===== src/rtl/point_in_polygon_test_core_defines.svh =====
// ----------------------------------------------------------------------------
// point_in_polygon_test_core_defines
// assertion macros for the point in polygon test core
// ----------------------------------------------------------------------------
`ifndef POINT_IN_POLYGON_TEST_CORE_DEFINES_SVH
`define POINT_IN_POLYGON_TEST_CORE_DEFINES_SVH

`ifndef ASSERT_OFF
`define PIP_ASSERT_IMPL(label, clk, rst_n, ante, cons) \
    label: assert property (@(posedge clk) disable iff (!rst_n) (ante) |-> (cons)) \
        else $error("pip assertion failed");
`define PIP_ASSERT_NEXT(label, clk, rst_n, ante, cons) \
    label: assert property (@(posedge clk) disable iff (!rst_n) (ante) |=> (cons)) \
        else $error("pip assertion failed");
`else
`define PIP_ASSERT_IMPL(label, clk, rst_n, ante, cons)
`define PIP_ASSERT_NEXT(label, clk, rst_n, ante, cons)
`endif

`endif


===== src/rtl/pip_pkg.sv =====
// ----------------------------------------------------------------------------
// pip_pkg
// shared constants and types of the point in polygon test core
// ----------------------------------------------------------------------------
package pip_pkg;

    localparam int MAX_VERTICES = 16;
    localparam int COORD_BITS   = 16;
    localparam int ADDR_W       = $clog2(MAX_VERTICES);
    localparam int CNT_W        = $clog2(MAX_VERTICES + 1);
    localparam int DIFF_W       = COORD_BITS + 1;
    localparam int PROD_W       = 2 * DIFF_W;

    localparam int INDEX_W      = 4;
    localparam int VCOUNT_W     = 5;
    localparam logic [VCOUNT_W-1:0] VCOUNT_RESET = VCOUNT_W'(3);

    localparam int PADDR_W = 3;
    localparam int PDATA_W = 32;
    localparam logic REG_VERTEX_COUNT = 1'b0;

    localparam logic MODE_LOAD  = 1'b0;
    localparam logic MODE_QUERY = 1'b1;

    typedef struct packed {
        logic signed [COORD_BITS-1:0] x;
        logic signed [COORD_BITS-1:0] y;
    } t_vertex;

    typedef struct packed {
        logic    valid;
        t_vertex vj;
        t_vertex vi;
    } t_edge_req;

    typedef struct packed {
        logic busy;
        logic parity;
    } t_eval_status;

endpackage


===== src/rtl/pip_vertex_mem.sv =====
// ----------------------------------------------------------------------------
// pip_vertex_mem
// vertex store, one write port and one registered read port
// ----------------------------------------------------------------------------
module pip_vertex_mem (
    input  logic                   i_clk,
    input  logic                   i_wr_en,
    input  logic [pip_pkg::ADDR_W-1:0] i_wr_addr,
    input  pip_pkg::t_vertex       i_wr_data,
    input  logic                   i_rd_en,
    input  logic [pip_pkg::ADDR_W-1:0] i_rd_addr,
    output pip_pkg::t_vertex       o_rd_data
);
    import pip_pkg::*;

    t_vertex r_mem [MAX_VERTICES];
    t_vertex r_rd_data;

    always_ff @(posedge i_clk) begin
        if (i_wr_en) begin
            r_mem[i_wr_addr] <= i_wr_data;
        end
    end

    always_ff @(posedge i_clk) begin
        if (i_rd_en) begin
            r_rd_data <= r_mem[i_rd_addr];
        end
    end

    assign o_rd_data = r_rd_data;

endmodule


===== src/rtl/pip_edge_eval.sv =====
// ----------------------------------------------------------------------------
// pip_edge_eval
// crossing test of one edge per cycle, three stages, parity accumulator
// ----------------------------------------------------------------------------
module pip_edge_eval (
    input  logic                                i_clk,
    input  logic                                i_rst_n,
    input  logic                                i_clear,
    input  pip_pkg::t_edge_req                  i_req,
    input  logic signed [pip_pkg::COORD_BITS-1:0] i_px,
    input  logic signed [pip_pkg::COORD_BITS-1:0] i_py,
    output pip_pkg::t_eval_status               o_status
);
    import pip_pkg::*;

    logic                     r_s1_valid;
    logic                     r_s1_strad;
    logic                     r_s1_dpos;
    logic signed [DIFF_W-1:0] r_s1_a;
    logic signed [DIFF_W-1:0] r_s1_dy;
    logic signed [DIFF_W-1:0] r_s1_b;
    logic signed [DIFF_W-1:0] r_s1_c;

    logic                     r_s2_valid;
    logic                     r_s2_strad;
    logic                     r_s2_dpos;
    logic signed [PROD_W-1:0] r_s2_pl;
    logic signed [PROD_W-1:0] r_s2_pr;

    logic                     r_parity;

    logic signed [DIFF_W-1:0] n_dy;
    logic                     n_strad;
    logic                     n_left;

    // edge differences
    always_comb begin
        n_dy    = $signed({i_req.vj.y[COORD_BITS-1], i_req.vj.y})
                - $signed({i_req.vi.y[COORD_BITS-1], i_req.vi.y});
        n_strad = (i_req.vi.y > i_py) != (i_req.vj.y > i_py);
    end

    always_ff @(posedge i_clk) begin
        r_s1_dpos <= (n_dy > 0);
        r_s1_strad <= n_strad;
        r_s1_dy   <= n_dy;
        r_s1_a    <= $signed({i_px[COORD_BITS-1], i_px})
                   - $signed({i_req.vi.x[COORD_BITS-1], i_req.vi.x});
        r_s1_b    <= $signed({i_req.vj.x[COORD_BITS-1], i_req.vj.x})
                   - $signed({i_req.vi.x[COORD_BITS-1], i_req.vi.x});
        r_s1_c    <= $signed({i_py[COORD_BITS-1], i_py})
                   - $signed({i_req.vi.y[COORD_BITS-1], i_req.vi.y});
    end

    // cross products
    always_ff @(posedge i_clk) begin
        r_s2_strad <= r_s1_strad;
        r_s2_dpos  <= r_s1_dpos;
        r_s2_pl    <= PROD_W'(r_s1_a) * PROD_W'(r_s1_dy);
        r_s2_pr    <= PROD_W'(r_s1_b) * PROD_W'(r_s1_c);
    end

    assign n_left = r_s2_dpos ? (r_s2_pl < r_s2_pr) : (r_s2_pr < r_s2_pl);

    always_ff @(posedge i_clk) begin
        if (!i_rst_n) begin
            r_s1_valid <= 1'b0;
            r_s2_valid <= 1'b0;
            r_parity   <= 1'b0;
        end else begin
            r_s1_valid <= i_req.valid;
            r_s2_valid <= r_s1_valid;
            if (i_clear) begin
                r_parity <= 1'b0;
            end else if (r_s2_valid && r_s2_strad && n_left) begin
                r_parity <= ~r_parity;
            end
        end
    end

    assign o_status.busy   = r_s1_valid | r_s2_valid;
    assign o_status.parity = r_parity;

endmodule


===== src/rtl/point_in_polygon_test_core.sv =====
// ----------------------------------------------------------------------------
// point_in_polygon_test_core
// crossing number point in polygon test over a stored vertex list
//
// channel   direction  handshake                 payload
// input     in         i_in_valid / o_in_stall   i_mode i_vertex_index i_x_coord i_y_coord
// output    out        o_out_valid / i_out_stall o_inside_res
// config    in         psel penable pwrite       paddr pwdata prdata
//
// a load writes the vertex store
// a query over n vertices walks the store, drains the edge evaluator and then shows
// its result, after which input is taken again; a count of zero skips the walk
// the walk makes one vertex store read per cycle and is followed by the evaluator drain
// reset is synchronous, active low; the vertex store is not cleared
// input stalls while a query walks, drains or waits for the output register
// ----------------------------------------------------------------------------
`include "point_in_polygon_test_core_defines.svh"

module point_in_polygon_test_core (
    input  logic                                   i_clk,
    input  logic                                   i_rst_n,
    input  logic                                   i_in_valid,
    output logic                                   o_in_stall,
    input  logic                                   i_mode,
    input  logic [pip_pkg::INDEX_W-1:0]            i_vertex_index,
    input  logic signed [pip_pkg::COORD_BITS-1:0]  i_x_coord,
    input  logic signed [pip_pkg::COORD_BITS-1:0]  i_y_coord,
    output logic                                   o_out_valid,
    input  logic                                   i_out_stall,
    output logic                                   o_inside_res,
    input  logic                                   psel,
    input  logic                                   penable,
    input  logic                                   pwrite,
    input  logic [pip_pkg::PADDR_W-1:0]            paddr,
    input  logic [pip_pkg::PDATA_W-1:0]            pwdata,
    output logic [pip_pkg::PDATA_W-1:0]            prdata,
    output logic                                   pready
);
    import pip_pkg::*;

    typedef enum logic [3:0] {
        S_IDLE   = 4'b0001,
        S_WALK   = 4'b0010,
        S_DRAIN  = 4'b0100,
        S_FINISH = 4'b1000
    } t_state;

    t_state                  r_state, n_state;
    logic [CNT_W-1:0]        r_step, n_step;
    logic [CNT_W-1:0]        r_n, n_n;
    logic signed [COORD_BITS-1:0] r_qx, r_qy;
    logic                    r_rd_valid, n_rd_valid;
    logic                    r_rd_first, n_rd_first;
    t_vertex                 r_prev;
    logic                    r_out_valid, n_out_valid;
    logic                    r_inside_res;
    logic [VCOUNT_W-1:0]     r_vertex_count;

    logic                    in_accept;
    logic                    query_accept;
    logic                    load_en;
    logic                    finish_now;
    logic [CNT_W-1:0]        rd_index;
    t_vertex                 wr_data;
    t_vertex                 rd_data;
    t_edge_req               edge_req;
    t_eval_status            eval_status;

    assign in_accept    = i_in_valid && !o_in_stall;
    assign query_accept = in_accept && (i_mode == MODE_QUERY);
    assign load_en      = in_accept && (i_mode == MODE_LOAD)
                       && (32'(i_vertex_index) < 32'(MAX_VERTICES));
    assign o_in_stall   = (r_state != S_IDLE);
    assign finish_now   = (r_state == S_FINISH) && (!r_out_valid || !i_out_stall);

    assign wr_data.x = i_x_coord;
    assign wr_data.y = i_y_coord;

    // saturate the count to the store depth
    always_comb begin
        if (32'(r_vertex_count) > 32'(MAX_VERTICES)) begin
            n_n = CNT_W'(MAX_VERTICES);
        end else begin
            n_n = CNT_W'(r_vertex_count);
        end
    end

    // closing vertex first, then vertices in order
    assign rd_index = (r_step == '0) ? (r_n - CNT_W'(1)) : (r_step - CNT_W'(1));

    always_comb begin
        n_state     = r_state;
        n_step      = r_step;
        n_rd_valid  = 1'b0;
        n_rd_first  = 1'b0;
        n_out_valid = r_out_valid;
        if (r_out_valid && !i_out_stall) begin
            n_out_valid = 1'b0;
        end
        unique case (r_state)
            S_IDLE: begin
                if (query_accept) begin
                    n_step  = '0;
                    n_state = (n_n == '0) ? S_DRAIN : S_WALK;
                end
            end
            S_WALK: begin
                n_rd_valid = 1'b1;
                n_rd_first = (r_step == '0);
                n_step     = r_step + CNT_W'(1);
                if (r_step == r_n) begin
                    n_state = S_DRAIN;
                end
            end
            S_DRAIN: begin
                if (!r_rd_valid && !eval_status.busy) begin
                    n_state = S_FINISH;
                end
            end
            S_FINISH: begin
                if (finish_now) begin
                    n_out_valid = 1'b1;
                    n_state     = S_IDLE;
                end
            end
            default: begin
                n_state = S_IDLE;
            end
        endcase
    end

    always_ff @(posedge i_clk) begin
        if (!i_rst_n) begin
            r_state        <= S_IDLE;
            r_step         <= '0;
            r_rd_valid     <= 1'b0;
            r_rd_first     <= 1'b0;
            r_out_valid    <= 1'b0;
            r_vertex_count <= VCOUNT_RESET;
        end else begin
            r_state     <= n_state;
            r_step      <= n_step;
            r_rd_valid  <= n_rd_valid;
            r_rd_first  <= n_rd_first;
            r_out_valid <= n_out_valid;
            if (psel && penable && pwrite && pready && (paddr[2] == REG_VERTEX_COUNT)) begin
                r_vertex_count <= pwdata[VCOUNT_W-1:0];
            end
        end
    end

    always_ff @(posedge i_clk) begin
        if (query_accept) begin
            r_n  <= n_n;
            r_qx <= i_x_coord;
            r_qy <= i_y_coord;
        end
        if (r_rd_valid) begin
            r_prev <= rd_data;
        end
        if (finish_now) begin
            r_inside_res <= eval_status.parity;
        end
    end

    pip_vertex_mem u_mem (
        .i_clk     (i_clk),
        .i_wr_en   (load_en),
        .i_wr_addr (ADDR_W'(i_vertex_index)),
        .i_wr_data (wr_data),
        .i_rd_en   (r_state == S_WALK),
        .i_rd_addr (rd_index[ADDR_W-1:0]),
        .o_rd_data (rd_data)
    );

    assign edge_req.valid = r_rd_valid && !r_rd_first;
    assign edge_req.vj    = r_prev;
    assign edge_req.vi    = rd_data;

    pip_edge_eval u_eval (
        .i_clk    (i_clk),
        .i_rst_n  (i_rst_n),
        .i_clear  (query_accept),
        .i_req    (edge_req),
        .i_px     (r_qx),
        .i_py     (r_qy),
        .o_status (eval_status)
    );

    assign o_out_valid  = r_out_valid;
    assign o_inside_res = r_inside_res;

    assign pready = 1'b1;
    assign prdata = (paddr[2] == REG_VERTEX_COUNT) ? PDATA_W'(r_vertex_count) : '0;

    `PIP_ASSERT_IMPL(a_idle_quiet, i_clk, i_rst_n, r_state == S_IDLE,
        !r_rd_valid && !eval_status.busy)
    `PIP_ASSERT_IMPL(a_step_bound, i_clk, i_rst_n, r_state == S_WALK, r_step <= r_n)
    `PIP_ASSERT_NEXT(a_result_out, i_clk, i_rst_n, finish_now, o_out_valid)

endmodule


===== config.mk =====
export PLATFORM = sky130hd
export DESIGN_NAME = point_in_polygon_test_core
export DESIGN_NICKNAME = d
export VERILOG_FILES = /design/src/rtl/pip_pkg.sv /design/src/rtl/pip_vertex_mem.sv /design/src/rtl/pip_edge_eval.sv /design/src/rtl/point_in_polygon_test_core.sv
export VERILOG_INCLUDE_DIRS = /design/src /design/src/rtl
export SDC_FILE = /design/constraint.sdc
export NUM_CORES = 2
export LEC_CHECK = 0
export ABC_AREA = 1
export BUFFER_PORTS_ARGS = -buffer_cell sky130_fd_sc_hd__buf_2
export CAP_MARGIN = 20
export CORE_MARGIN = 1.5
export CORE_UTILIZATION = 27
export CTS_CLUSTER_SIZE = 40
export DETAILED_ROUTE_END_ITERATION = 10
export PLACE_DENSITY = 0.38
export SLEW_MARGIN = 20
export SYNTH_ARGS = -nofsm -noshare
export SYNTH_HDL_FRONTEND = slang
export SYNTH_SLANG_ARGS = --single-unit

===== constraint.sdc =====
create_clock -name i_clk -period 7.3 [get_ports i_clk]
set_input_delay 0.73 -clock i_clk [delete_from_list [all_inputs] [get_ports i_clk]]
set_output_delay 0.73 -clock i_clk [all_outputs]
set_load 0.02 [all_outputs]

Word-level counts from Yosys, hierarchy flattened
Memory sizes are Yosys's and may differ from the RTL's. A register that Yosys moved wholly into a read port is not among the register bits.
Cells that the tools add are included.
- register bits after elaboration: 230
- RAM bits: 512
- input bits: 79
- memories kept: 1
- $add $sub $neg: 7
- $mul: 2
- $lt $le $gt $ge: 6
- eq/ne operators: 11
- multiplexer cells: 18
- bitwise operators: 5
- reduce and logical (&&, ||, !) cells: 26
- memories (name ; depth ; bits a word ; rd ports ; clocked after Yosys merged registers in ; write ports ; line ; RTL):
    u_mem.r_mem ; 16 ; 32 ; 1 ; 1 ; 1 ; pip_vertex_mem.sv:16 ; t_vertex r_mem [MAX_VERTICES];
- operator list (cell ; number):
    $lt 34x34->1 ; 2
    $mul 17x17->34 ; 2
    $sub 16x16->17 ; 4
    $gt 16x16->1 ; 2
    $mux 4 ; 5
    $gt 17x1->1 const B ; 1
    $pmux 4 s4 ; 1
    $mux 5 ; 3
    $logic_and 1x1->1 ; 12
    $logic_not 5->1 ; 2
    $pmux 5 s2 ; 1
    $ne 2x2->1 const B ; 4
    $sub 4x1->4 const B ; 2
    $mux 1 ; 7
    $logic_not 1->1 ; 6
    $add 5x1->5 const B ; 1
    $eq 5x5->1 ; 1
    $gt 5x5->1 const B ; 1
    $eq 4x1->1 const B ; 1
    $eq 4x2->1 const B ; 1
    $eq 4x3->1 const B ; 1
    $eq 4x4->1 const B ; 1
    $ne 4x1->1 const B ; 1
    $not 1->1 ; 4
    8 further kinds ; 9

Logic depth before layout (Yosys ltp)
- depth in word-level cells: 6
- depth in mapped cells: 28
- mapped depth without buffers: 26

Hierarchy
A second synthesis with hierarchy kept.
- cells, all modules: 6099
- area total of the unflattened synthesis: 56407.8 um^2
- by module, submodules not included (module ; times used ; cells an instance ; area an instance (um^2) ; sequential area each (um^2)):
    pip_edge_eval ; 1 ; 3708 ; 29948.7 ; 2862.7
    pip_vertex_mem ; 1 ; 2120 ; 23050.9 ; 16335.7
    point_in_polygon_test_core ; 1 ; 271 ; 3408.3 ; 2442.3

Worst setup path after synthesis
Ideal clock, no wire load.
- kind: reg-to-reg
- start: register u_eval.r_s1_a[16]
- end: register u_eval.r_s2_pl[32]
- library setup time: 0.112 ns
- arrival: 5.759 ns
- data required time: 7.188 ns
- path slack: 1.429 ns
- cell stages (with the launch flop): 23
- buffers on the path: 2
- period minus slack after synthesis: 5.871 ns
- cell sequence: dfxtp_1 -> clkbuf_1 -> clkbuf_1 -> nand2_1 -> inv_1 -> fa_1 -> fa_1 -> fa_1 -> fa_1 -> fa_1 -> inv_1 -> fa_1 -> inv_1 -> ha_1 -> nand2_1 -> nor4_1 -> nand3_1 -> nand3_1 -> nand3_1 -> nand2_1 -> nand4_1 -> nand3_1 -> nand2_1
- word-level cells in the longest chain between the ends: 1
- RTL lines (item ; line ; RTL):
    start, declared ; pip_edge_eval.sv:19 ; logic signed [DIFF_W-1:0] r_s1_a;
    start signal, assigned ; pip_edge_eval.sv:47 ; r_s1_a <= $signed({i_px[COORD_BITS-1], i_px})
    $mul 17x17->34 ; pip_edge_eval.sv:59 ; r_s2_pl <= PROD_W'(r_s1_a) * PROD_W'(r_s1_dy);
    end signal, assigned ; pip_edge_eval.sv:59 ;
    end, declared ; pip_edge_eval.sv:27 ; logic signed [PROD_W-1:0] r_s2_pl;
Every way passes these cells.
A chain may end at the register's enable or synchronous reset.

Final worst setup path
- start: register u_eval.r_s1_b[16]
- end: register u_eval.r_s2_pr[29]
- word-level cells in the longest chain between the ends: 1
- RTL lines (item ; line ; RTL):
    start, declared ; pip_edge_eval.sv:21 ; logic signed [DIFF_W-1:0] r_s1_b;
    start signal, assigned ; pip_edge_eval.sv:49 ; r_s1_b <= $signed({i_req.vj.x[COORD_BITS-1], i_req.vj.x})
    $mul 17x17->34 ; pip_edge_eval.sv:60 ; r_s2_pr <= PROD_W'(r_s1_b) * PROD_W'(r_s1_c);
    end signal, assigned ; pip_edge_eval.sv:60 ;
    end, declared ; pip_edge_eval.sv:28 ; logic signed [PROD_W-1:0] r_s2_pr;
Every way passes these cells.

==> out/metrics.csv <==
metric,value,unit
1st-pass router iterations,5,
Antenna Nets Post-Route,0,
# clock sinks,774,
Residual DRC,0,
worst hold path type,input port to flop,
TritonCTS clock tree,done,
Worst-Margin Slew,0.9910,ns
Main synth FF type,edfxtp_1,
H-tree depth,3,
Simple-Gate Fraction of Synth Area,10.56,%
Synth Cell Area,53820,µm²
die height,449.5,µm
CTS buffer count,87,
Final period util,86.47,%
Layout area overhead,12.02,%
crit end category,flop,
Cell Rows,163,
final setup violation count,0,
I/O Buffers,57,
post-CTS setup repair buffer count,0,
yosys warns,0,
Synth Area in Compound Gates,7.877,%
Final nets,6356,
post_cts resized,0,
WP buf/inv,4,
GP Congestion,0.8248,
Worst-path clk slew,0.06,ns
Post-Route WL,154.3,mm
initial core utilization,27.23,%
Die Wd,449.5,µm
layout cells sized above 1,6.203,%
I/O pins,115,
"Cell Count, Final, Fillers Out",8106,
root buffer cell,clkbuf_16,
setup ws final,0.9880,ns
post-synthesis xor/xnor area fraction,2.258,%
CP max stage cell,fa_1,
first-pass GRT wire length,235.7,mm
asr flop ratio synth,0,%
initial antenna violation count,19,
most frequent CP cell,fa_1,
"Cell Chain, Critical Path",nand2_1 > inv_1 > fa_1 > fa_1 > fa_1 > fa_1 > fa_1 > inv_1 > fa_1 > inv_1 > ha_1 > nand2_1 > nor2_1 > inv_1 > nor3_1 > nand2_1 > o21ai_0 > a31oi_1 > xnor2_1,
gr usage total,15.34,%
GRT overflow,0,
Placed Instances,7944,
post-synthesis sequential area ratio,40.21,%
deepest clock path buffer count,3,
Min Hold Slack,0.2771,ns
die area,202000,µm²
crit-path leading delay family,adder cells,
"EDFF count, synth",614,
f_max,158.4,MHz
"Distinct cells, synth",48,
Place WS,1.095,ns
CP Launch Type,flop,
Setup Total Neg Slack,0,ns
Post-Synth Adder-Cell Area,28.87,%
Skew-Pair Late Insertion Delay,0.71,ns
CTS Hold Buffers Added,0,
1st-iter DRT viols,2050,
minimum clock period,6.312,ns
largest family of logic cells by synthesized area,adder cells,
Mapped Cells,5383,
worst path arrival time,6.86,ns
"Slew Viols, Final",0,
max-cap viol count,0,
status,"complete, no violations",
vias in the first global route,37510,
Crit Path Max Fanout,12,
HPWL Detailed,109.3,mm
unrepaired setup endpoints after global routing,false,
DR vias/cell,4.396,
core area,197600,µm²
drt wl/cell,19.04,µm
Worst Clk Skew,0.07219,ns
Hold Fails Final Rpt,0,
via count,35640,
largest net degree at the start of global routing,84,
Crit path largest cell delay,0.69,ns
"commonest non-fill, non-tap cell in the layout",inv_1,
Yosys reg bits,774,
most frequent cells in the layout,"inv_1 (1144), nand2_1 (839), edfxtp_1 (614)",
Syn Area/Cell,9.998,µm²
mux contribution to synthesized area,0,%
critical path data required time,7.85,ns
Crit Path Category,flop to flop,
max_slew headroom,33.84,%
## path summary, 6_finish.rpt
check	slack, ns	start	depth (start not counted)	to
worst max-delay path	0.99	u_eval.r_s1_b[16]	19	u_eval.r_s2_pr[29]
worst min-delay path	0.28	pwdata[1]	3	r_vertex_count[1]
worst max register to register	0.99	u_eval.r_s1_b[16]	19	u_eval.r_s2_pr[29]
worst min register to register	0.33	u_eval.r_s1_dpos	0	u_eval.r_s2_dpos
## flip-flops by register name, indices dropped and copies added, names as in the netlist, 16 cells and up
| name | cells |
|---|---|
| u_mem.r_mem | 512 |
| u_eval.r_s2_pl | 34 |
| u_eval.r_s2_pr | 34 |
| edge_req | 32 |
| u_mem.o_rd_data | 32 |
| u_eval.r_s1_a | 17 |
| u_eval.r_s1_b | 17 |
| u_eval.r_s1_c | 17 |
| u_eval.r_s1_dy | 17 |
| r_qx | 16 |
| r_qy | 16 |
## synth_stat cells (18+ instances only)
cell type / n / area share (%)
inv_1: 1145 / 8.0
nand2_1: 839 / 5.9
edfxtp_1: 614 / 34
fa_1: 596 / 22
nor2_1: 419 / 2.9
o21ai_0: 335 / 3.1
ha_1: 288 / 6.7
clkbuf_1: 198 / 1.4
dfxtp_1: 160 / 6.0
a21oi_1: 158 / 1.5
nand3_1: 90 / 0.84
xor2_1: 79 / 1.3
o221ai_1: 78 / 1.3
xnor2_1: 56 / 0.91
o22ai_1: 51 / 0.59
o21ai_1: 41 / 0.38
buf_2: 37 / 0.34
nor3_1: 32 / 0.30
buf_4: 31 / 0.43
a21o_1: 20 / 0.28
nand4_1: 18 / 0.21
## cell families (layout without fill, tap and decap cells)
family,count (synthesis),in the layout
other cells,2,29
compound gates,736,736
flops,774,774
buf+inv,1418,1474
fa+ha+maj,884,884
simple gates,1432,1432
xor+xnor,137,137
## cell type report
type | count | area [µm²]
Antenna cell | 1 | 2.502
Timing Repair Buffer | 163 | 1094
Multi-Input combinational cell | 3217 | 26940
Clock buffer | 107 | 2335
Clock inverter | 54 | 636.9
Fill cell | 20620 | 137300
Tap cell | 2640 | 3303
Inverter | 1150 | 4328
Sequential cell | 774 | 21640
## worst min-delay path: stages
cell	delay, ns
buf_2	0.08
nand2_1	0.04
o211ai_1	0.07
## metrics by stage
| step | area [µm²] | utilization [%] |
|---|---|---|
| floorplan | 53910 | - |
| global placement | 57310 | 29.00 |
| detailed placement | 57310 | 29.00 |
| CTS | 60280 | 30.50 |
| global route | 60290 | 30.51 |
| finish | 60290 | 30.51 |
## metal layers
layer / global-route usage, % / vias up / wire length (µm)
met3: 2.013 / 197 / 5171
met1: 20.17 / 17950 / 70130
met2: 26.53 / 520 / 75370
met4: 3.766 / 22 / 3483
li1: - / 16950 / -
met5: 0 / - / 149
Power is not shown: default switching activity piles up to over one toggle a cycle in this logic, so the estimate is an artifact.
